<file path="src/rtl/gmcp_pkg.sv">
// ----------------------------------------------------------------------------
// gmcp_pkg: shared types and constants of the grid minimum cost path block
// Field widths, configuration register indexes, cost limits and the cell
// position record passed from the index counters to the datapath.
// ----------------------------------------------------------------------------
package gmcp_pkg;

  // Payload field widths.
  localparam int CELL_W     = 16;
  localparam int COST_W     = 27;
  localparam int CFG_IDX_W  = 8;
  localparam int CFG_DATA_W = 11;

  // Default grid limits.
  localparam int MAX_COLS_DEF = 1024;
  localparam int MAX_ROWS_DEF = 1024;

  typedef logic signed [CELL_W-1:0]     cell_t;
  typedef logic signed [COST_W-1:0]     cost_t;
  typedef logic        [CFG_IDX_W-1:0]  cfg_idx_t;
  typedef logic        [CFG_DATA_W-1:0] cfg_data_t;

  // Configuration register indexes.
  localparam cfg_idx_t REG_ROW_COUNT = cfg_idx_t'(0);
  localparam cfg_idx_t REG_COL_COUNT = cfg_idx_t'(1);

  // Saturation limits of the path cost.
  localparam cost_t COST_MAX = {1'b0, {(COST_W-1){1'b1}}};
  localparam cost_t COST_MIN = {1'b1, {(COST_W-1){1'b0}}};

  // Where the accepted cell sits in the grid.
  typedef struct packed {
    logic first_row;
    logic first_col;
    logic last_cell;
  } pos_t;

endpackage

</file>
<file path="src/rtl/gmcp_front.sv">
// ----------------------------------------------------------------------------
// gmcp_front: configuration registers and grid position counters
// Holds the row and column counts, clamps them to the grid limits and tracks
// the row and column of the next cell, advancing on every cell transfer.
// ----------------------------------------------------------------------------
module gmcp_front #(
  parameter  int MAX_COLS = gmcp_pkg::MAX_COLS_DEF,
  parameter  int MAX_ROWS = gmcp_pkg::MAX_ROWS_DEF,
  localparam int COL_W    = (MAX_COLS > 1) ? $clog2(MAX_COLS) : 1,
  localparam int ROW_W    = (MAX_ROWS > 1) ? $clog2(MAX_ROWS) : 1
) (
  input  logic                clk,
  input  logic                rst,
  input  logic                cfg_valid,
  output logic                cfg_ready,
  input  gmcp_pkg::cfg_idx_t  cfg_index,
  input  gmcp_pkg::cfg_data_t cfg_data,
  input  logic                cell_accept,
  output gmcp_pkg::pos_t      pos,
  output logic [COL_W-1:0]    column_index
);
  import gmcp_pkg::*;

  cfg_data_t        row_count;
  cfg_data_t        col_count;
  logic [ROW_W-1:0] row_index;
  logic [COL_W-1:0] last_col;
  logic [ROW_W-1:0] last_row;
  logic             at_last_col;
  logic             cfg_write;

  assign cfg_ready = !rst;
  assign cfg_write = cfg_valid && cfg_ready &&
                     (cfg_index == REG_ROW_COUNT || cfg_index == REG_COL_COUNT);

  // A count of zero acts as one; a count above the limit acts as the limit.
  always_comb begin
    if (col_count == '0) begin
      last_col = '0;
    end else if (32'(col_count) > MAX_COLS) begin
      last_col = COL_W'(MAX_COLS - 1);
    end else begin
      last_col = COL_W'(col_count - 1'b1);
    end
    if (row_count == '0) begin
      last_row = '0;
    end else if (32'(row_count) > MAX_ROWS) begin
      last_row = ROW_W'(MAX_ROWS - 1);
    end else begin
      last_row = ROW_W'(row_count - 1'b1);
    end
  end

  assign at_last_col   = (column_index == last_col);
  assign pos.first_row = (row_index == '0);
  assign pos.first_col = (column_index == '0);
  assign pos.last_cell = at_last_col && (row_index == last_row);

  // Configuration registers; a valid write of either count restarts the grid.
  always_ff @(posedge clk) begin
    if (rst) begin
      row_count <= cfg_data_t'(1);
      col_count <= cfg_data_t'(1);
    end else if (cfg_valid && cfg_ready) begin
      if (cfg_index == REG_ROW_COUNT) begin
        row_count <= cfg_data;
      end
      if (cfg_index == REG_COL_COUNT) begin
        col_count <= cfg_data;
      end
    end
  end

  // Position counters walk the grid in row-major order.
  always_ff @(posedge clk) begin
    if (rst || cfg_write) begin
      row_index    <= '0;
      column_index <= '0;
    end else if (cell_accept) begin
      if (at_last_col) begin
        column_index <= '0;
        row_index    <= pos.last_cell ? '0 : row_index + 1'b1;
      end else begin
        column_index <= column_index + 1'b1;
      end
    end
  end

  // The counters return to the top-left corner after the bottom-right cell.
  a_wrap: assert property (@(posedge clk) disable iff (rst)
    (cell_accept && pos.last_cell && !cfg_write) |=> (row_index == '0 && column_index == '0))
    else $error("position did not wrap after the last cell");

  // The column never passes the last column in use.
  a_col_bound: assert property (@(posedge clk) disable iff (rst)
    (!$past(cfg_write) && !$past(rst)) |-> (column_index <= last_col))
    else $error("column index beyond the last column");

  // The row never passes the last row in use.
  a_row_bound: assert property (@(posedge clk) disable iff (rst)
    (!$past(cfg_write) && !$past(rst)) |-> (row_index <= last_row))
    else $error("row index beyond the last row");

endmodule

</file>
<file path="config.mk">
export PLATFORM = sky130hd
export DESIGN_NAME = gmcp_front
export DESIGN_NICKNAME = d
export VERILOG_FILES = /design/src/rtl/gmcp_pkg.sv /design/src/rtl/gmcp_front.sv
export SDC_FILE = /design/constraint.sdc
export NUM_CORES = 1
export LEC_CHECK = 0
export BUFFER_PORTS_ARGS = -buffer_cell sky130_fd_sc_hd__buf_2
export CAP_MARGIN = 20
export CORE_MARGIN = 10
export CORE_UTILIZATION = 57
export DETAILED_ROUTE_END_ITERATION = 10
export GPL_TIMING_DRIVEN = 0
export PLACE_DENSITY = 0.87
export SYNTH_ARGS = -nofsm -noshare
export SYNTH_HDL_FRONTEND = slang
export SYNTH_SLANG_ARGS = --single-unit
</file>
<file path="constraint.sdc">
create_clock -name clk -period 4.1 [get_ports clk]
set_input_delay 1.23 -clock clk [delete_from_list [all_inputs] [get_ports clk]]
set_output_delay 1.23 -clock clk [all_outputs]
set_load 0.03 [all_outputs]
</file>
# ---- After elaboration in Yosys (flattened, before gate mapping)
# Cells that the tools add are included.
dict set report classes {
  n_addsub 4
  n_reduce_logical 14
  mux 6
  n_lt_le_gt_ge 2
  eq_ne 3
}
# operator count
set ops {}
lappend ops {{10-bit 2-to-1 mux} 6}
lappend ops {{11-bit greater-than comparator (second input constant)} 2}
lappend ops {{11-bit zero test} 2}
lappend ops {{10-bit by 1-bit adder with 10-bit output (second input constant)} 2}
lappend ops {{10-bit equality test} 2}
lappend ops {{10-bit zero test} 2}
lappend ops {{10-bit by 1-bit subtractor with 10-bit output (second input constant)} 2}
lappend ops {{8-bit by 1-bit equality test with 1-bit output (second input constant)} 1}
lappend ops {{8-bit zero test} 1}
lappend ops {{2-bit AND reduction} 3}
lappend ops {{1-bit logical AND} 3}
lappend ops {{1-bit logical OR} 2}
lappend ops {{1-bit zero test} 1}
dict set report totals {
  output_inout_bits 14
  inputBits 23
  wordCells 33
  regBits 42
}

# ---- Logic depth before layout (Yosys ltp)
dict set report logic_depth {
  word_depth 6
  mapped_depth 13
  depth_no_buf 10
}

# ---- Worst setup path before layout
# Ideal clock, no wire load.
dict set report synth_path {
  kind {register to output}
  from {register row_count[0]}
  to {output port pos[0] (netlist name)}
  t_required_ps 2870
  arrival_time_ps 2849
  stages_incl_launch_ff 10
  n_path_buf 0
  setup_slack_ps 21
  cell_sequence {dfxtp_1 -> inv_1 -> ha_1 -> or4b_1 -> o21a_1 -> or4_1 -> a21oi_1 -> nor4b_1 -> nand4_1 -> nor2_1}
}
# element line_no
set synth_lines {}
lappend synth_lines {{start: declaration} gmcp_front.sv:24} ;# cfg_data_t row_count;
lappend synth_lines {{start signal: assignment} gmcp_front.sv:62} ;# row_count <= cfg_data_t'(1);
lappend synth_lines {{start signal: assignment} gmcp_front.sv:66} ;# row_count <= cfg_data;
lappend synth_lines {{end: declaration} gmcp_front.sv:19} ;# output gmcp_pkg::pos_t pos,

==> impl.org <==
** Run status
- Run status :: finished with violations
- The checks that failed: negative setup slack.

** Synth
- After synthesis, the mean cell area works out to 7.68 um2.
- Library cells used by synthesis :: 61
- The cell area that synthesis handed to floorplanning was 3030 um2.
- The number of nets in the synthesized netlist is 424.
- In the synthesized netlist the dominant register cell turns out to be dfxtp_1.
- After technology mapping, the gate count stands at 395.
- For this run, asynchronously set or reset flops after synthesis account for 0%.
- The Yosys step of the flow raised 0 warnings.
- Count of flip-flops with a built-in enable after synthesis :: 0
- Flip-flop and latch count after synthesis :: 42
- Sequential fraction of the synthesis area :: 27.7%

** Finish
- Antenna Cells :: 0
- From synthesis to final layout, the design area changed by 21.4%.
- The library cells used most frequently in the layout, excluding fill and tap cells, are 45 x nor2_1, 39 x dfxtp_1, 34 x buf_2, 23 x a21oi_1, 23 x mux2i_1.
- Leaving out fill and tap cells, the most frequent cell in the layout is nor2_1.
- In the final design database the tool counted approximately 480 nets.
- The finished cells cover 3680 um2.
- Cells with a size suffix above 1 make up 22.5% of the layout.

** Worst setup path
- The setup check on the worst reg-to-reg path leaves a slack of just over 0.8 ns.
- Tracing the worst setup path back leads to its startpoint at row_count[0].
- Cell at the slowest stage of the critical path :: or4b_4
- The number of cells on the worst reg-to-reg path is 12.
- Data on the critical path arrives at its endpoint at 2.98 ns.
- Cells traversed along the worst timing path :: inv_4, ha_4, or4b_4, nor4_1, o31ai_1, a21oi_4, nor4b_4, nand4_1, nor2_4, buf_6
- Critical R2R Launch :: row_count[0]
- The endpoint identified for the worst register-to-register timing path is row_index[5].
- Critical-path maximum fanout :: 7
- Kind of end point of the critical path :: output port
- At the worst endpoint, the required time is 2.87 ns.
- The worst setup path is of the reg2out kind.
- STA classifies the critical path startpoint as a flip-flop.
- The largest single stage delay on the critical path is 0.48 ns.

** Route
- Final wirelength :: approximately 9200 um
- Dividing the detail-routed wire length by the instance count gives 17.8 um.
- Vias per cell :: ~6.6
- Detailed-route via count :: 3395
- After detailed routing, the number of remaining DRC violations is 0.
- Post-DRT Antenna Nets :: 0
- The detailed router finished its first iteration with 258 violations.
- The first TritonRoute pass finished after 7 iterations.

** GRT
- Maximum number of pins on one net before global-route repair :: 14
- In the global route stage, overall resource usage came out at between 20 and 25%.
- Global-route wire length before repair :: 14900 um
- Total global routing overflow :: 0
- The number of global-route vias before repair is between 3000 and 4000.
- Initial antenna violation count :: 0

** Place
- Post-place setup slack :: -0.252 ns
- Cell area after placement :: 3300 um2
- Port buffering added 35 buffers.
- After legalization and detailed placement, the total HPWL measured approximately 6200 um.
- The congestion estimate from routability-driven global placement came to 0.915.

** STA
- Setup slack after layout :: -0.108 ns
- Setup violations remaining at the end of the flow were counted as 1.
- On the final layout, the worst clock skew is ~0.010 ns.
- For this run, the top clock speed supported by timing is between 0.2 and 0.25 GHz.
- Setup repair after global routing could not meet its margin everywhere.
- The count of endpoints failing hold in the final timing report is 0.
- Final period utilization :: 103%
- Normalized max-slew margin :: 45.1%
- The number of max-slew violations in the final report came to 0.
- Counting I/O delays and the setup requirement, the final critical path takes 4.21 ns.
- At the pin with the least slew margin, the transition time is 0.813 ns.
- Setup total negative slack on the finished layout was measured at -0.108 ns.

** CTS
- CTS hold repair buffers :: 0
- Number of clock buffers inserted by TritonCTS :: 5
- CTS tree :: done
- Clock tree synthesis selected as its root buffer the cell clkbuf_8.
- The clock tree synthesis step divided the H-tree into 2 levels.
- Clock latency of the later-clocked register in the worst-skew pair :: about 0.30 ns
- Number of buffers between clock root and the deepest sink :: 2
- Counting every sink on the clock net gives 42.
- After clock tree synthesis, the clock-pin slew on the worst setup and hold paths is 0.08 ns.

** Floorplan
- From bottom edge to top edge, the die measures 92.9 um.
- Number of I/O pins :: 37
- Die Footprint :: 8640 um2
- Floorplan die width :: just over 90 um
- Row generation in the floorplan step produced 26 rows.
- The initial utilization of the core area, before any placement, comes to between 50% and 60%.
- Core region area :: 5140 um2

** Hold path
- Class of the tightest hold or removal check :: reg2reg
- Hold Crit Start :: row_index[9]
- Number of cells traversed by the worst hold path :: 2
- The worst hold path terminates at row_index[9].

** Flow run
- Max Cap Viol :: 0

** Pwr
- Total Power Consumption :: 0.000812 W
- LEAKAGE :: 1.50 nW
- Worst IR drop on VDD :: 0.137 mV
- For this design the ratio of total power to cell area is 220 nW/um2.
state kept, by name, indices dropped and copies added (netlist names):
register / flops
col_count: 11
row_count: 11
column_index: 10
row_index: 10
per-stage QoR:
| stage | std cells | utilization (%) | hold WS (ns) |
|---|---|---|---|
| after floorplan | 395 | - | 0.478 |
| after global placement | 500 | 64.1 | 0.497 |
| after detailed placement | 500 | 64.1 | 0.513 |
| after CTS | 516 | 70.5 | 0.524 |
| after global routing | 518 | 71.6 | 0.568 |
| final | 518 | 71.6 | 0.546 |
critical path, delay by kind of cell (launching register included):
family                     cells  cell delay (ns)
and+or+nand+nor                5             1.54
buffers and inverters          2             0.21
adders and majority gates      1             0.16
AOI/OAI and AO/OA              2             0.40
DFF                            1             0.38
final cells by class:
cell class              count  area [um2]
multi-input cells         309        2170
fillers                   421        1460
well taps                  70        87.6
clock buffers               6        72.6
inverters                  18        72.6
clock inverters             2        37.5
flip-flops and latches     42         850
repair buffers             50         294
plain buffers              21         103
Yosys cell counts, types with 3 or more instances:
cell type / count / area share (%)
o21a_1: 3 / 0.74
xnor2_1: 3 / 0.87
or4_1: 7 / 1.7
nor2_1: 46 / 5.7
o31ai_1: 6 / 1.5
nand2_1: 23 / 2.8
nor4b_1: 4 / 1.2
and3_1: 9 / 1.9
ha_1: 6 / 2.5
or3_1: 10 / 2.1
nand4_1: 12 / 2.5
nand2b_1: 8 / 1.7
o32ai_1: 3 / 0.87
a21oi_1: 25 / 4.1
nor3_1: 13 / 2.1
nand3_1: 13 / 2.1
mux2i_1: 23 / 7.6
a41oi_1: 4 / 1.2
clkbuf_1: 20 / 2.5
dfxtp_1: 42 / 28
buf_2: 3 / 0.49
o21ai_0: 18 / 3.0
o211ai_1: 3 / 0.74
and4_1: 3 / 0.87
a21o_1: 3 / 0.74
nor4_1: 8 / 1.7
inv_1: 18 / 2.2
a211oi_1: 4 / 0.99
xor2_1: 13 / 3.8
what timing repair did:
action	4_1_cts	5_1_grt
pin swaps	5	3
setup buffers	12	3
setup endpoints to repair	1	1
resized for setup	37	10
cells by family (layout without fill, tap and decap cells):
family,count (synthesis),count (layout),synth area share [%]
buffers and inverters,44,97,5.69
AOI/OAI and AO/OA,92,92,20.3
and+or+nand+nor,171,171,31.3
DFF,42,42,27.7
xor gates and xnor gates,16,16,4.62
muxes,24,24,7.96
adders and majority gates,6,6,2.48
how the worst max path moves through the flow:
stage	end	slack [ns]
floorplan	pos[0]	0.02
global placement	pos[0]	-0.19
detailed placement	pos[0]	-0.25
CTS	pos[0]	0.01
global route	pos[0]	-0.19
finish	pos[0]	-0.11
layer usage:
layer | share of wire, % | vias up | track usage (%)
li1 | - | 1566 | -
met1 | 39 | 1565 | 23.7
met2 | 48 | 217 | 35.3
met3 | 8.9 | 47 | 4.12
met4 | 3.4 | 0 | 9.77
met5 | 0 | - | 0
power breakdown:
part | internal [W] | switching, W
logic | 0.0000273 | 0.0000426
registers | 0.000407 | 0.00000251
clock network | 0.000182 | 0.000150
total | 0.000616 | 0.000195
No activity file was read; power rests on OpenSTA's default activity.
