### config.mk
export PLATFORM = sky130hd
export DESIGN_NAME = gmcp_core
export DESIGN_NICKNAME = d
export VERILOG_FILES = /design/src/rtl/gmcp_pkg.sv /design/src/rtl/gmcp_core.sv
export SDC_FILE = /design/constraint.sdc
export NUM_CORES = 1
export LEC_CHECK = 0
export CAP_MARGIN = 20
export CORE_ASPECT_RATIO = 1.1
export CORE_UTILIZATION = 45
export CTS_BUF_LIST = sky130_fd_sc_hd__clkbuf_4 sky130_fd_sc_hd__clkbuf_8
export DETAILED_ROUTE_END_ITERATION = 8
export DONT_BUFFER_PORTS = 1
export GPL_TIMING_DRIVEN = 0
export PLACE_DENSITY_LB_ADDON = 0.12
export SYNTH_ARGS = -nofsm -noshare
export SYNTH_HDL_FRONTEND = slang
export SYNTH_SLANG_ARGS = --single-unit
### constraint.sdc
create_clock -name clk -period 9.9 [get_ports clk]
set_input_delay 0.99 -clock clk [delete_from_list [all_inputs] [get_ports clk]]
set_output_delay 0.99 -clock clk [all_outputs]
set_load 0.02 [all_outputs]
### src/rtl/gmcp_pkg.sv
// ----------------------------------------------------------------------------
// gmcp_pkg: shared types and constants of the grid minimum cost path block
// Field widths, configuration register indexes, cost limits and the cell
// position record passed from the index counters to the datapath.
// ----------------------------------------------------------------------------
package gmcp_pkg;

  // Payload field widths.
  localparam int CELL_W     = 16;
  localparam int COST_W     = 27;
  localparam int CFG_IDX_W  = 8;
  localparam int CFG_DATA_W = 11;

  // Default grid limits.
  localparam int MAX_COLS_DEF = 1024;
  localparam int MAX_ROWS_DEF = 1024;

  typedef logic signed [CELL_W-1:0]     cell_t;
  typedef logic signed [COST_W-1:0]     cost_t;
  typedef logic        [CFG_IDX_W-1:0]  cfg_idx_t;
  typedef logic        [CFG_DATA_W-1:0] cfg_data_t;

  // Configuration register indexes.
  localparam cfg_idx_t REG_ROW_COUNT = cfg_idx_t'(0);
  localparam cfg_idx_t REG_COL_COUNT = cfg_idx_t'(1);

  // Saturation limits of the path cost.
  localparam cost_t COST_MAX = {1'b0, {(COST_W-1){1'b1}}};
  localparam cost_t COST_MIN = {1'b1, {(COST_W-1){1'b0}}};

  // Where the accepted cell sits in the grid.
  typedef struct packed {
    logic first_row;
    logic first_col;
    logic last_cell;
  } pos_t;

endpackage

### src/rtl/gmcp_core.sv
// ----------------------------------------------------------------------------
// gmcp_core: path cost datapath
// Input register with the line store read, a saturating add over the least of
// the upper, left and upper-left costs that exist, and the result register.
// ----------------------------------------------------------------------------
module gmcp_core #(
  parameter  int MAX_COLS = gmcp_pkg::MAX_COLS_DEF,
  localparam int COL_W    = (MAX_COLS > 1) ? $clog2(MAX_COLS) : 1
) (
  input  logic             clk,
  input  logic             rst,
  input  logic             cell_valid,
  output logic             cell_ready,
  input  gmcp_pkg::cell_t  cell_cost,
  input  gmcp_pkg::pos_t   pos,
  input  logic [COL_W-1:0] column_index,
  output logic             out_valid,
  input  logic             out_ready,
  output gmcp_pkg::cost_t  out_path_cost,
  output logic             out_final,
  output logic             rd_en,
  output logic [COL_W-1:0] rd_addr,
  input  gmcp_pkg::cost_t  rd_data,
  output logic             wr_en,
  output logic [COL_W-1:0] wr_addr,
  output gmcp_pkg::cost_t  wr_data
);
  import gmcp_pkg::*;

  logic               s1_valid;
  cell_t              s1_cost;
  pos_t               s1_pos;
  logic [COL_W-1:0]   s1_col;
  logic               fwd;
  cost_t              fwd_cost;
  cost_t              left_cost;
  cost_t              diagonal_cost;
  cost_t              up_cost;
  cost_t              min_ul;
  cost_t              base;
  logic signed [COST_W:0] sum;
  cost_t              cost_next;
  logic               s1_adv;
  logic               accept;

  assign s1_adv     = s1_valid && (!out_valid || out_ready);
  assign cell_ready = !rst && (!s1_valid || s1_adv);
  assign accept     = cell_valid && cell_ready;

  // Line store read for the incoming cell, issued at its transfer.
  assign rd_en   = accept;
  assign rd_addr = column_index;

  // Line store write of the finished cell.
  assign wr_en   = s1_adv;
  assign wr_addr = s1_col;
  assign wr_data = cost_next;

  // Input register; a read of the column being written in the same cycle
  // takes the new value directly.
  always_ff @(posedge clk) begin
    if (rst) begin
      s1_valid <= 1'b0;
    end else if (accept) begin
      s1_valid <= 1'b1;
    end else if (s1_adv) begin
      s1_valid <= 1'b0;
    end
  end

  always_ff @(posedge clk) begin
    if (accept) begin
      s1_cost  <= cell_cost;
      s1_pos   <= pos;
      s1_col   <= column_index;
      fwd      <= s1_adv && (s1_col == column_index);
      fwd_cost <= cost_next;
    end
  end

  // Least neighbor cost and saturating add.
  always_comb begin
    up_cost = fwd ? fwd_cost : rd_data;
    min_ul  = (up_cost < left_cost) ? up_cost : left_cost;
    if (diagonal_cost < min_ul) begin
      min_ul = diagonal_cost;
    end
    priority if (s1_pos.first_row && s1_pos.first_col) begin
      base = '0;
    end else if (s1_pos.first_row) begin
      base = left_cost;
    end else if (s1_pos.first_col) begin
      base = up_cost;
    end else begin
      base = min_ul;
    end
    sum = (COST_W+1)'(s1_cost) + (COST_W+1)'(base);
    if (sum[COST_W] != sum[COST_W-1]) begin
      cost_next = sum[COST_W] ? COST_MIN : COST_MAX;
    end else begin
      cost_next = sum[COST_W-1:0];
    end
  end

  // Neighbor registers follow each finished cell.
  always_ff @(posedge clk) begin
    if (rst) begin
      left_cost     <= '0;
      diagonal_cost <= '0;
    end else if (s1_adv) begin
      left_cost     <= cost_next;
      diagonal_cost <= up_cost;
    end
  end

  // Result register.
  always_ff @(posedge clk) begin
    if (rst) begin
      out_valid <= 1'b0;
    end else if (s1_adv) begin
      out_valid <= 1'b1;
    end else if (out_ready) begin
      out_valid <= 1'b0;
    end
  end

  always_ff @(posedge clk) begin
    if (s1_adv) begin
      out_path_cost <= cost_next;
      out_final     <= s1_pos.last_cell;
    end
  end

endmodule

---- Word-level counts from Yosys, hierarchy flattened ----
Cells that the tools add are included.
cells by class
  eq/ne operators ......................... 2
  $lt $le $gt $ge ......................... 2
  multiplexer cells ....................... 12
  reduce and logical (&&, ||, !) cells .... 12
  add/sub/neg operators ................... 1
operators with widths
  kind                     count
  2-to-1 mux 27 bit        8
  < comparator 27 bit      2
  adder 16 x 27 -> 28 bit  1
  equality test 10 bit     1
  logical AND 1 bit        5
  2-to-1 mux 1 bit         4
  nonzero test 2 bit       2
  logical NOT 1 bit        3
  logical OR 1 bit         2
  != test 1 bit            1
word-level totals
  output and inout port bits .............. 79
  word-level logic and storage cells ...... 42
  register bits ........................... 141
  input bits .............................. 60

---- Logic depth before layout (Yosys ltp) ----
Gate-level depths: netlist of the first run.
  word-level depth ........................ 11
  gate-level depth with buffers ........... 37
  mapped depth without buffers ............ 31

---- Least setup slack after synthesis of the first run ----
OpenSTA, ideal clock, no wires.
  path type ............................... reg-to-output
  start ................................... reg fwd
  end ..................................... out wr_data[10]
  stages on the path, launching flop included .. 35
  data required time ...................... 8.910 ns
  path buffers ............................ 6
  path slack .............................. 0.769 ns
  arrival time ............................ 8.141 ns
  path through ............................ edfxtp_1 > buf_6 > buf_1 > mux2i_1 > inv_1 > ha_1 > nand4_1 > nor3_1 > a211oi_2 > nand2_1 > buf_4 > nor2_1 > buf_2 > a22oi_1 > o221ai_1 > ha_1 > and4_4 > a221o_1 > a221o_1 > a21o_1 > nor3_2 > a21oi_2 > mux2i_2 > buf_6 > o221ai_2 > ha_1 > fa_1 > a21oi_1 > o211ai_1 > o21ai_1 > o2111ai_1 > and3_1 > a31o_2 > buf_2 > o21ai_1
between the ends
  cells in the longest elaborated chain, start to end .. 11
  elaborated cells between the ends (all ways) .. 12
  classes of those cells .................. add/sub: 1; order compare: 2; eq/ne: 1; mux: 8
RTL lines
  element                                             line                              text
  from (decl)                                         gmcp_core.sv:34                   logic fwd;
  from (signal assigned)                              gmcp_core.sv:76                   fwd <= s1_adv && (s1_col == column_index);
  2-to-1 mux 27 bit (*)                               gmcp_core.sv:83                   up_cost = fwd ? fwd_cost : rd_data;
  net up_cost[26]                                     gmcp_core.sv:38                   cost_t up_cost;
  < comparator 27 bit                                 gmcp_core.sv:84                   min_ul = (up_cost < left_cost) ? up_cost : left_cost;
  2-to-1 mux 27 bit                                   gmcp_core.sv:84
  < comparator 27 bit                                 gmcp_core.sv:85                   if (diagonal_cost < min_ul) begin
  2-to-1 mux 27 bit                                   gmcp_core.sv:85
  2-to-1 mux 27 bit (*)                               gmcp_core.sv:92                   end else if (s1_pos.first_col) begin
  2-to-1 mux 27 bit (*)                               gmcp_core.sv:90                   end else if (s1_pos.first_row) begin
  2-to-1 mux 27 bit (*)                               gmcp_core.sv:88                   priority if (s1_pos.first_row && s1_pos.first_col) begin
  adder 16 x 27 -> 28 bit (*)                         gmcp_core.sv:97                   sum = (COST_W+1)'(s1_cost) + (COST_W+1)'(base);
  2-to-1 mux 27 bit or != test 1 bit (tied branches)  gmcp_core.sv:99, gmcp_core.sv:98
  2-to-1 mux 27 bit (*)                               gmcp_core.sv:98                   if (sum[COST_W] != sum[COST_W-1]) begin
  to (decl)                                           gmcp_core.sv:26                   output gmcp_pkg::cost_t wr_data
The timed path passes the listed nets; every way through them passes the cells marked *.

---- Final worst setup path of the first run ----
  start ................................... reg fwd
  end ..................................... out wr_data[25]
Same word-level chain as after synthesis.

==> results of run 1 <==
-- final timing paths --
check                           startpoint            end  slack (ns)  cells after the start
worst max-delay path                   fwd    wr_data[25]        0.19                     34
worst min-delay path             s1_pos[0]      out_final        0.43                      0
worst max register to register         fwd  left_cost[15]        1.44                     38
worst min register to register   s1_pos[0]      out_final        0.43                      0
-- kinds of logic (layout without fill, tap and decap cells) --
logic type / count (synthesis) / count (layout) / synth area share
simple gates: 193 / 193 / 0.0937
mux: 29 / 29 / 0.0335
xor+xnor: 33 / 33 / 0.0312
fa+ha+maj: 80 / 80 / 0.109
flops: 141 / 141 / 0.397
buf+inv: 150 / 209 / 0.0705
compound gates: 323 / 323 / 0.265
-- area by class of cell --
type,count,area share
flip-flops and latches,141,0.337
multi-input cells,658,0.507
inverters,92,0.0318
well taps,252,0.0289
clock buffers,17,0.0215
clock inverters,15,0.0167
plain buffers,58,0.0371
repair buffers,27,0.0201
-- metrics by stage --
| stage | worst slack, ns | power (mW) |
|---|---|---|
| 2_1_floorplan | 0.769 | 1.49 |
| 6_report | 0.191 | 2.39 |
| 4_1_cts | 0.00279 | 2.33 |
| 3_5_place_dp | -2.08 | 1.73 |
| 5_1_grt | -0.0905 | 2.52 |
| 3_3_place_gp | -2.05 | 1.72 |
-- metal layers --
metal	GRT usage	vias to the layer above
met5	0	-
met4	0.0989	0
met3	0.0456	57
met2	0.459	335
met1	0.340	3731
li1	-	3676
-- synth_stat cells, types with 3 or more instances --
| cell type | count | share of area |
|---|---|---|
| mux2i_1 | 26 | 0.028 |
| nand2_1 | 62 | 0.025 |
| o21ai_0 | 21 | 0.011 |
| o211ai_1 | 4 | 0.0032 |
| buf_1 | 5 | 0.0020 |
| inv_1 | 91 | 0.037 |
| ha_1 | 79 | 0.11 |
| a311oi_1 | 6 | 0.0057 |
| edfxtp_1 | 85 | 0.28 |
| nand2b_1 | 5 | 0.0034 |
| and2_1 | 4 | 0.0027 |
| o221ai_2 | 21 | 0.034 |
| a211oi_1 | 37 | 0.030 |
| clkbuf_1 | 29 | 0.012 |
| o21bai_1 | 3 | 0.0024 |
| nor4_1 | 3 | 0.0020 |
| xor2_1 | 14 | 0.013 |
| o21a_1 | 22 | 0.018 |
| a31o_2 | 3 | 0.0028 |
| nor2_1 | 67 | 0.027 |
| a21o_1 | 16 | 0.013 |
| and3_1 | 6 | 0.0041 |
| buf_4 | 11 | 0.0089 |
| xnor2_1 | 19 | 0.018 |
| a21oi_1 | 56 | 0.030 |
| nor3_1 | 13 | 0.0070 |
| o21ai_1 | 19 | 0.010 |
| nand3_1 | 12 | 0.0065 |
| a31oi_1 | 4 | 0.0027 |
| o221ai_1 | 33 | 0.031 |
| dfxtp_1 | 56 | 0.12 |
| nor2b_1 | 5 | 0.0034 |
| buf_6 | 5 | 0.0061 |
| nand4_1 | 10 | 0.0068 |
| buf_2 | 8 | 0.0043 |
| a22oi_1 | 53 | 0.043 |
-- power groups by stage --
stage                     Sequential [mW]  Clock [mW]  Combinational [mW]
after floorplan                     0.796           0               0.689
after detailed placement            0.805           0               0.920
after global routing                0.803       0.528                1.18
after global placement              0.805           0               0.915
final                               0.796       0.501                1.10
after CTS                           0.793       0.508                1.03
-- repair_timing --
item,in CTS,in global routing
setup buffers,12,15
gates resized for setup,93,59
cloned,0,0
pin swaps,11,22
setup endpoints to repair,108,27
-- state kept, by name (all words and copies together) (netlist names) --
| signal | cells |
|---|---|
| fwd | 1 |
| diagonal_cost | 27 |
| out_final | 1 |
| s1_valid | 1 |
| wr_addr | 10 |
| out_path_cost | 27 |
| s1_cost | 16 |
| out_valid | 1 |
| fwd_cost | 27 |
| s1_pos | 3 |
| left_cost | 27 |
==> flow_metrics.tcl, run 1 <==
set metrics [dict create \
    finalSetupViolCount 0 \
    ys_warn_count 0 \
    multi_input_area_mm2 0.00552 \
    endpoint_kind "output pin" \
    postLayoutCellArea_mm2 0.0109 \
    syn-instance-count 949 \
    ctsRootBufferMaster "clkbuf_8" \
    seq_area_mm2 0.00367 \
    path_class "reg -> out" \
    crit_slowest_cell "a311oi_1" \
    vdd_drop_max_v 0.0000973 \
    crit_family "compound AO/OA/AOI/OAI gates" \
    fp-row-count 54 \
    insertion_delay_ns 0.48 \
    fin_util 0.545 \
    syn_nets 1089 \
    p_seq_frac 0.332 \
    n_antenna_cell 0 \
    maxCapViolCount 0 \
    die_w_um 139 \
    synth.distinct_cells 66 \
    relSlewSlack 0.415 \
    grt_pass1_wl_um 42800 \
    worstMarginPinSlew_ns 0.877 \
    cp_max_fo 10 \
    finalWirelength_um 28100 \
    first_iter_violations 736 \
    drv_slew 0 \
    power.internal_mw 1.35 \
    pin_count 139 \
    dr.max_layer_used "met4" \
    finalHoldViolations 0 \
    io_buffers 0 \
    wl_met2_um 13600 \
    dp_hpwl_um 20300 \
    ant_nets 0 \
    syn_area_mm2 0.00925 \
    worst-path-buf-inv 7 \
    vias 7799 \
    routed_via_density 6.19 \
    fmax_ghz 0.103 \
    layout_common_cells "inv_1, edfxtp_1, ha_1" \
    dpl_cell_area_mm2 0.00957 \
    start_kind "flop" \
    dieArea_mm2 0.0211 \
    skew_ns 0.0128 \
    die_h_um 152 \
    critPathArrivalTime_ns 8.72 \
    synth.avg_cell_area_um2 9.75 \
    status "complete, but fails checks" \
    switchingPower_mw 1.05 \
    powerDensity_mw_per_mm2 220 \
    track_usage 0.268 \
    start_util 0.463 \
    place_congestion 0.919 \
    holdBufCountCts 0 \
    synth_enable_flop_cells 85 \
    clk_pin_slew_ns 0.09 \
    cts_tree "done" \
    wl_met3_um 1770 \
    drc 6 \
    required_ns 8.91 \
    period_share 0.981 \
    antenna_found_initial 0 \
    wl_per_cell_um 22.3 \
    ctsHtreeMaxLevel 4 \
    cp_slowest_stage_delay_ns 0.49 \
    violations "DRC" \
    drt-pass1-iter-count 9 \
    clock_path_buffers 2 \
    fin_setup_tns_ns 0 \
    layout_min_cycle_time_ns 9.71 \
    ys_seq_area_frac 0.397 \
    fin_cells 1260 \
    swShare 0.437 \
    grt_overflow_total 0 \
    synthArstFlopShare 0 \
    grt_pass1_vias 7503 \
    synthFlopType "edfxtp_1" \
    clkPwrFrac 0.209 \
    fillers 1804 \
    comb_power_share 0.458 \
    syn_to_final_growth_pct 17.8 \
    numCtsBuffers 17 \
    clock_sinks 141 \
    fin_hold_ws_ns 0.428 \
    final_common_cell "inv_1" \
    leakagePower_nw 4.10 \
    synth_seq_cells 141 \
    routedLengthMet1_um 12000 \
    layout-drive-gt1-share 0.203 \
    grt_max_degree 59 \
    place_inst 1201 \
    min_path_type "reg -> reg" \
    coreArea_mm2 0.0200 \
    nets 1135 \
]
(Power assumes the default switching activity.)
==> run 2: changes to the inputs <==
CORE_ASPECT_RATIO = 0.5   (was 1.1)
==> run 2 against run 1 <==
Compared with the run above:
- the run now ends clean
- die area grew 0.16%
- combinational power is 10% higher
- maximum frequency is essentially flat
- clock power fell by 8.4%
- global-route usage increased by 2.7 points
- total power grew 2.9%
- critical path type unchanged
- critical endpoint is now wr_data[5]
==> flow_metrics.tcl, run 2 (same netlist as run 1, synthesis figures left out) <==
set metrics [dict create \
    status "finished, final reports clean" \
    switchingPower_mw 1.09 \
    final_common_cell "inv_1" \
    worstMarginPinSlew_ns 0.932 \
    comb_power_share 0.489 \
    pre_cts_ws_ns -2.14 \
    vdd_drop_max_v 0.0000959 \
    antenna_found_initial 0 \
    maxCapViolCount 0 \
    drt-pass1-iter-count 6 \
    crit_slowest_cell "edfxtp_1" \
    drv_slew 0 \
    endpoint_kind "output pin" \
    grt_pass1_vias 7702 \
    clock_path_buffers 2 \
    fmax_ghz 0.103 \
    fp-row-count 36 \
    required_ns 8.91 \
    place_congestion 0.951 \
    ant_nets 0 \
    track_usage 0.295 \
    syn_to_final_growth_pct 23.3 \
    fin_util 0.577 \
    dp_hpwl_um 21700 \
    postLayoutCellArea_mm2 0.0114 \
    worst_slack_ns 0.192 \
    cts_tree "done" \
    p_seq_frac 0.324 \
    dpl_cell_area_mm2 0.00959 \
    min_path_type "reg -> reg" \
    dieArea_mm2 0.0212 \
    insertion_delay_ns 0.48 \
    cp_slowest_stage_delay_ns 0.40 \
    pin_count 139 \
    start_kind "flop" \
    period_share 0.981 \
    grt_pass1_wl_um 45500 \
    clk_pin_slew_ns 0.08 \
    critPathArrivalTime_ns 8.72 \
    nets 1153 \
    skew_ns 0.0165 \
    die_h_um 103 \
    ctsRootBufferMaster "clkbuf_8" \
    clkPwrFrac 0.186 \
    wl_per_cell_um 24.6 \
    die_w_um 205 \
    holdBufCountCts 0 \
    n_antenna_cell 0 \
    cp_max_fo 10 \
    powerDensity_mw_per_mm2 216 \
    finalHoldViolations 0 \
    swShare 0.442 \
    start_util 0.468 \
    power.internal_mw 1.37 \
    leakagePower_nw 4.24 \
    first_iter_violations 633 \
    layout_min_cycle_time_ns 9.71 \
    numCtsBuffers 17 \
    path_class "reg -> out" \
    layout-drive-gt1-share 0.240 \
    grt_max_degree 59 \
    clock_sinks 141 \
    routed_via_density 6.33 \
    grt_overflow_total 0 \
    relSlewSlack 0.379 \
    finalWirelength_um 31800 \
    finalSetupViolCount 0 \
    drc 0 \
    coreArea_mm2 0.0198 \
    layout_common_cells "inv_1, edfxtp_1, ha_1" \
    io_buffers 0 \
    ctsHtreeMaxLevel 4 \
    vias 8175 \
]
run 2: cell types whose count changed in the layout (fill, tap and decap cells not counted), sizes merged:
cell and delta:
buf +16, bufinv -1, clkbuf +6, clkinv +5, clkinvlp -3, inv -5
run 2: power by group through the flow:
stage,sequential [mW],combinational (mW),clock (mW)
after floorplan,0.796,0.689,0
after global placement,0.805,0.926,0
after detailed placement,0.805,0.936,0
after CTS,0.794,1.06,0.465
after global routing,0.807,1.28,0.482
final,0.799,1.21,0.459
run 2: path summary, 6_finish.rpt:
path                  start             to  slack (ns)  depth (start not counted)
setup / recovery        fwd     wr_data[5]        0.19                         36
hold / removal    s1_pos[0]      out_final        0.42                          0
setup reg to reg        fwd  left_cost[22]        1.33                         37
hold reg to reg   s1_pos[0]      out_final        0.42                          0
run 2: worst max-delay path, delay by kind of cell (launching register included):
family                     cells  cell delay (ns)
AOI/OAI and AO/OA             13             3.22
adders and majority gates      3             0.94
muxes                          2             0.46
DFF                            1             0.40
buffers and inverters         10             1.58
and+or+nand+nor                8             1.57
run 2: cell type report:
type,instances,area (um2)
fillers,1724,8360
multi-input cells,658,5860
flip-flops and latches,141,3670
plain buffers,58,452
repair buffers,45,384
inverters,92,347
well taps,266,333
clock buffers,21,270
clock inverters,11,93.8
run 2: per-stage QoR:
stage          hold slack, ns  total power, mW  cells  TNS (ns)
2_1_floorplan           0.400             1.49    949         0
3_3_place_gp            0.404             1.73   1215   -146.56
3_5_place_dp            0.408             1.74   1215   -152.38
4_1_cts                 0.427             2.32   1258         0
5_1_grt                 0.428             2.57   1292   -0.0326
6_report                0.424             2.46   1292         0
run 2: layer usage:
| layer | vias up | global-route usage | part of all wire |
|---|---|---|---|
| met4 | 0 | 0.0896 | 0.017 |
| met1 | 3992 | 0.407 | 0.45 |
| li1 | 3726 | - | - |
| met3 | 41 | 0.0887 | 0.10 |
| met2 | 416 | 0.445 | 0.43 |
| met5 | - | 0 | 0 |
run 2: what timing repair did:
action                     in CTS  in global routing
setup endpoints to repair     108                 27
pin swaps                      11                 31
cloned                          0                  1
buffers inserted               11                 33
resized for setup             104                104
==> run 3: changes to the inputs <==
CAP_MARGIN = 15   (was 20)
MAX_ROUTING_LAYER = met4   (was not set)
==> run 3 against run 2 <==
Compared with the run above:
- sequential cell count did not move
- wire length rose by 1.0%
- clock power fell by 1%
- sequential share of layout area rose by 0.46 points
- critical path type unchanged
- critical endpoint is now wr_data[26]
- highest routed layer unchanged
==> flow_metrics.tcl, run 3 (same netlist as run 1, synthesis figures left out) <==
set metrics [dict create \
    crit_family "buffers and inverters" \
    critPathArrivalTime_ns 8.73 \
    rr_worst_depth 32 \
    dr.max_layer_used "met4" \
    start_util 0.468 \
    ctsRootBufferMaster "clkbuf_8" \
    wl_met3_um 3210 \
    routed_via_density 6.38 \
    finalWirelength_um 32100 \
    first_iter_violations 620 \
    antenna_found_initial 0 \
    min_from "s1_pos[0]" \
    fmax_ghz 0.103 \
    period_share 0.982 \
    worstHoldEndpoint "out_final" \
    grt_overflow_total 0 \
    min_path_cells 0 \
    layout-drive-gt1-share 0.232 \
    place_congestion 0.971 \
    drv_slew 0 \
    numCtsBuffers 17 \
    syn_to_final_growth_pct 21.6 \
    skew_ns 0.00979 \
    layout_common_cells "inv_1, edfxtp_1, ha_1" \
    fin_total_pwr_mw 2.44 \
    r2r_start "fwd" \
    endpoint_kind "output pin" \
    status "finished, final reports clean" \
    leakagePower_nw 4.20 \
    dpl_cell_area_mm2 0.00959 \
    pre_cts_ws_ns -2.32 \
    grt_pass1_vias 7779 \
    insertion_delay_ns 0.48 \
    path_common_cell "buf_4" \
    place_inst 1215 \
    layout_min_cycle_time_ns 9.72 \
    ctsHtreeMaxLevel 4 \
    routedLengthMet1_um 14500 \
    critical_path.startpoint "fwd" \
    worst-path-buf-inv 10 \
    vdd_drop_max_v 0.0000924 \
    final_common_cell "inv_1" \
    coreArea_mm2 0.0198 \
    postLayoutCellArea_mm2 0.0112 \
    rr_endpoint "left_cost[19]" \
    clock_sinks 141 \
    wl_per_cell_um 24.9 \
    cts_tree "done" \
    clock_path_buffers 2 \
    path_class "reg -> out" \
    r2r_slack_ns 1.27 \
    cp_slowest_stage_delay_ns 0.73 \
    vias 8232 \
    io_buffers 0 \
    die_h_um 103 \
    crit_slowest_cell "clkbuf_1" \
    powerDensity_mw_per_mm2 217 \
    die_w_um 205 \
    fin_cells 1291 \
    grt_max_degree 59 \
    track_usage 0.310 \
    dp_hpwl_um 21900 \
    dieArea_mm2 0.0212 \
    cp_max_fo 10 \
    required_ns 8.91 \
    ant_nets 0 \
    worstMarginPinSlew_ns 0.929 \
    start_kind "flop" \
    finalHoldViolations 0 \
    relSlewSlack 0.380 \
    fin_setup_tns_ns 0 \
    clk_pin_slew_ns 0.08 \
    pin_count 139 \
    rsz0062_at_grt "true" \
    nets 1151 \
    min_path_type "reg -> reg" \
    finalSetupViolCount 0 \
    drt-pass1-iter-count 5 \
    grt_pass1_wl_um 46400 \
    fin_util 0.569 \
    drc 0 \
    wl_met2_um 13700 \
    worst_slack_ns 0.180 \
    maxCapViolCount 0 \
    path_depth 31 \
    fin_hold_ws_ns 0.435 \
    fp-row-count 36 \
]
-- run 3: changes by cell type in the layout (fill, tap and decap cells not counted), moves of 3 or more --
cell and delta:
ha_4 -3, a21o_2 +3, a21o_1 -3, mux2i_4 -5
mux2i_2 +5, buf_4 -6, o21ai_4 +3, clkinvlp_4 +3
o221ai_4 -3
-- run 3: layout make-up --
type / count / area (um2)
Fill cell: 1641 / 8530
Multi-Input combinational cell: 658 / 5710
Sequential cell: 141 / 3670
Buffer: 58 / 414
Timing Repair Buffer: 43 / 412
Inverter: 92 / 347
Tap cell: 266 / 333
Clock buffer: 20 / 256
Clock inverter: 12 / 97.6
Antenna cell: 1 / 2.50
-- run 3: worst max-delay path by stage --
stage                        endpoint  slack [ns]
after CTS                  wr_data[2]       0.006
final                     wr_data[26]        0.18
after detailed placement  wr_data[20]       -2.32
after global routing      wr_data[26]       -0.13
after global placement     wr_data[5]       -2.10
after floorplan           wr_data[10]        0.77
-- run 3: timing repair --
action,CTS,global route
hold endpoints to repair,0,0
endpoints found under the setup margin,108,27
hold buffers,0,0
resized for setup,106,71
setup buffers,17,24
pin swaps,15,26
gates cloned,0,2
-- run 3: layer usage --
layer	global-route usage	vias up
met5	-	-
met4	0.103	0
met3	0.0965	58
met2	0.443	444
met1	0.413	4020
li1	-	3710
-- run 3: report_power, final --
group / internal, mW / switching, mW / leakage, nW
Combinational: 0.419 / 0.769 / 2.76
Clock: 0.204 / 0.251 / 0.176
Sequential: 0.734 / 0.0636 / 1.26
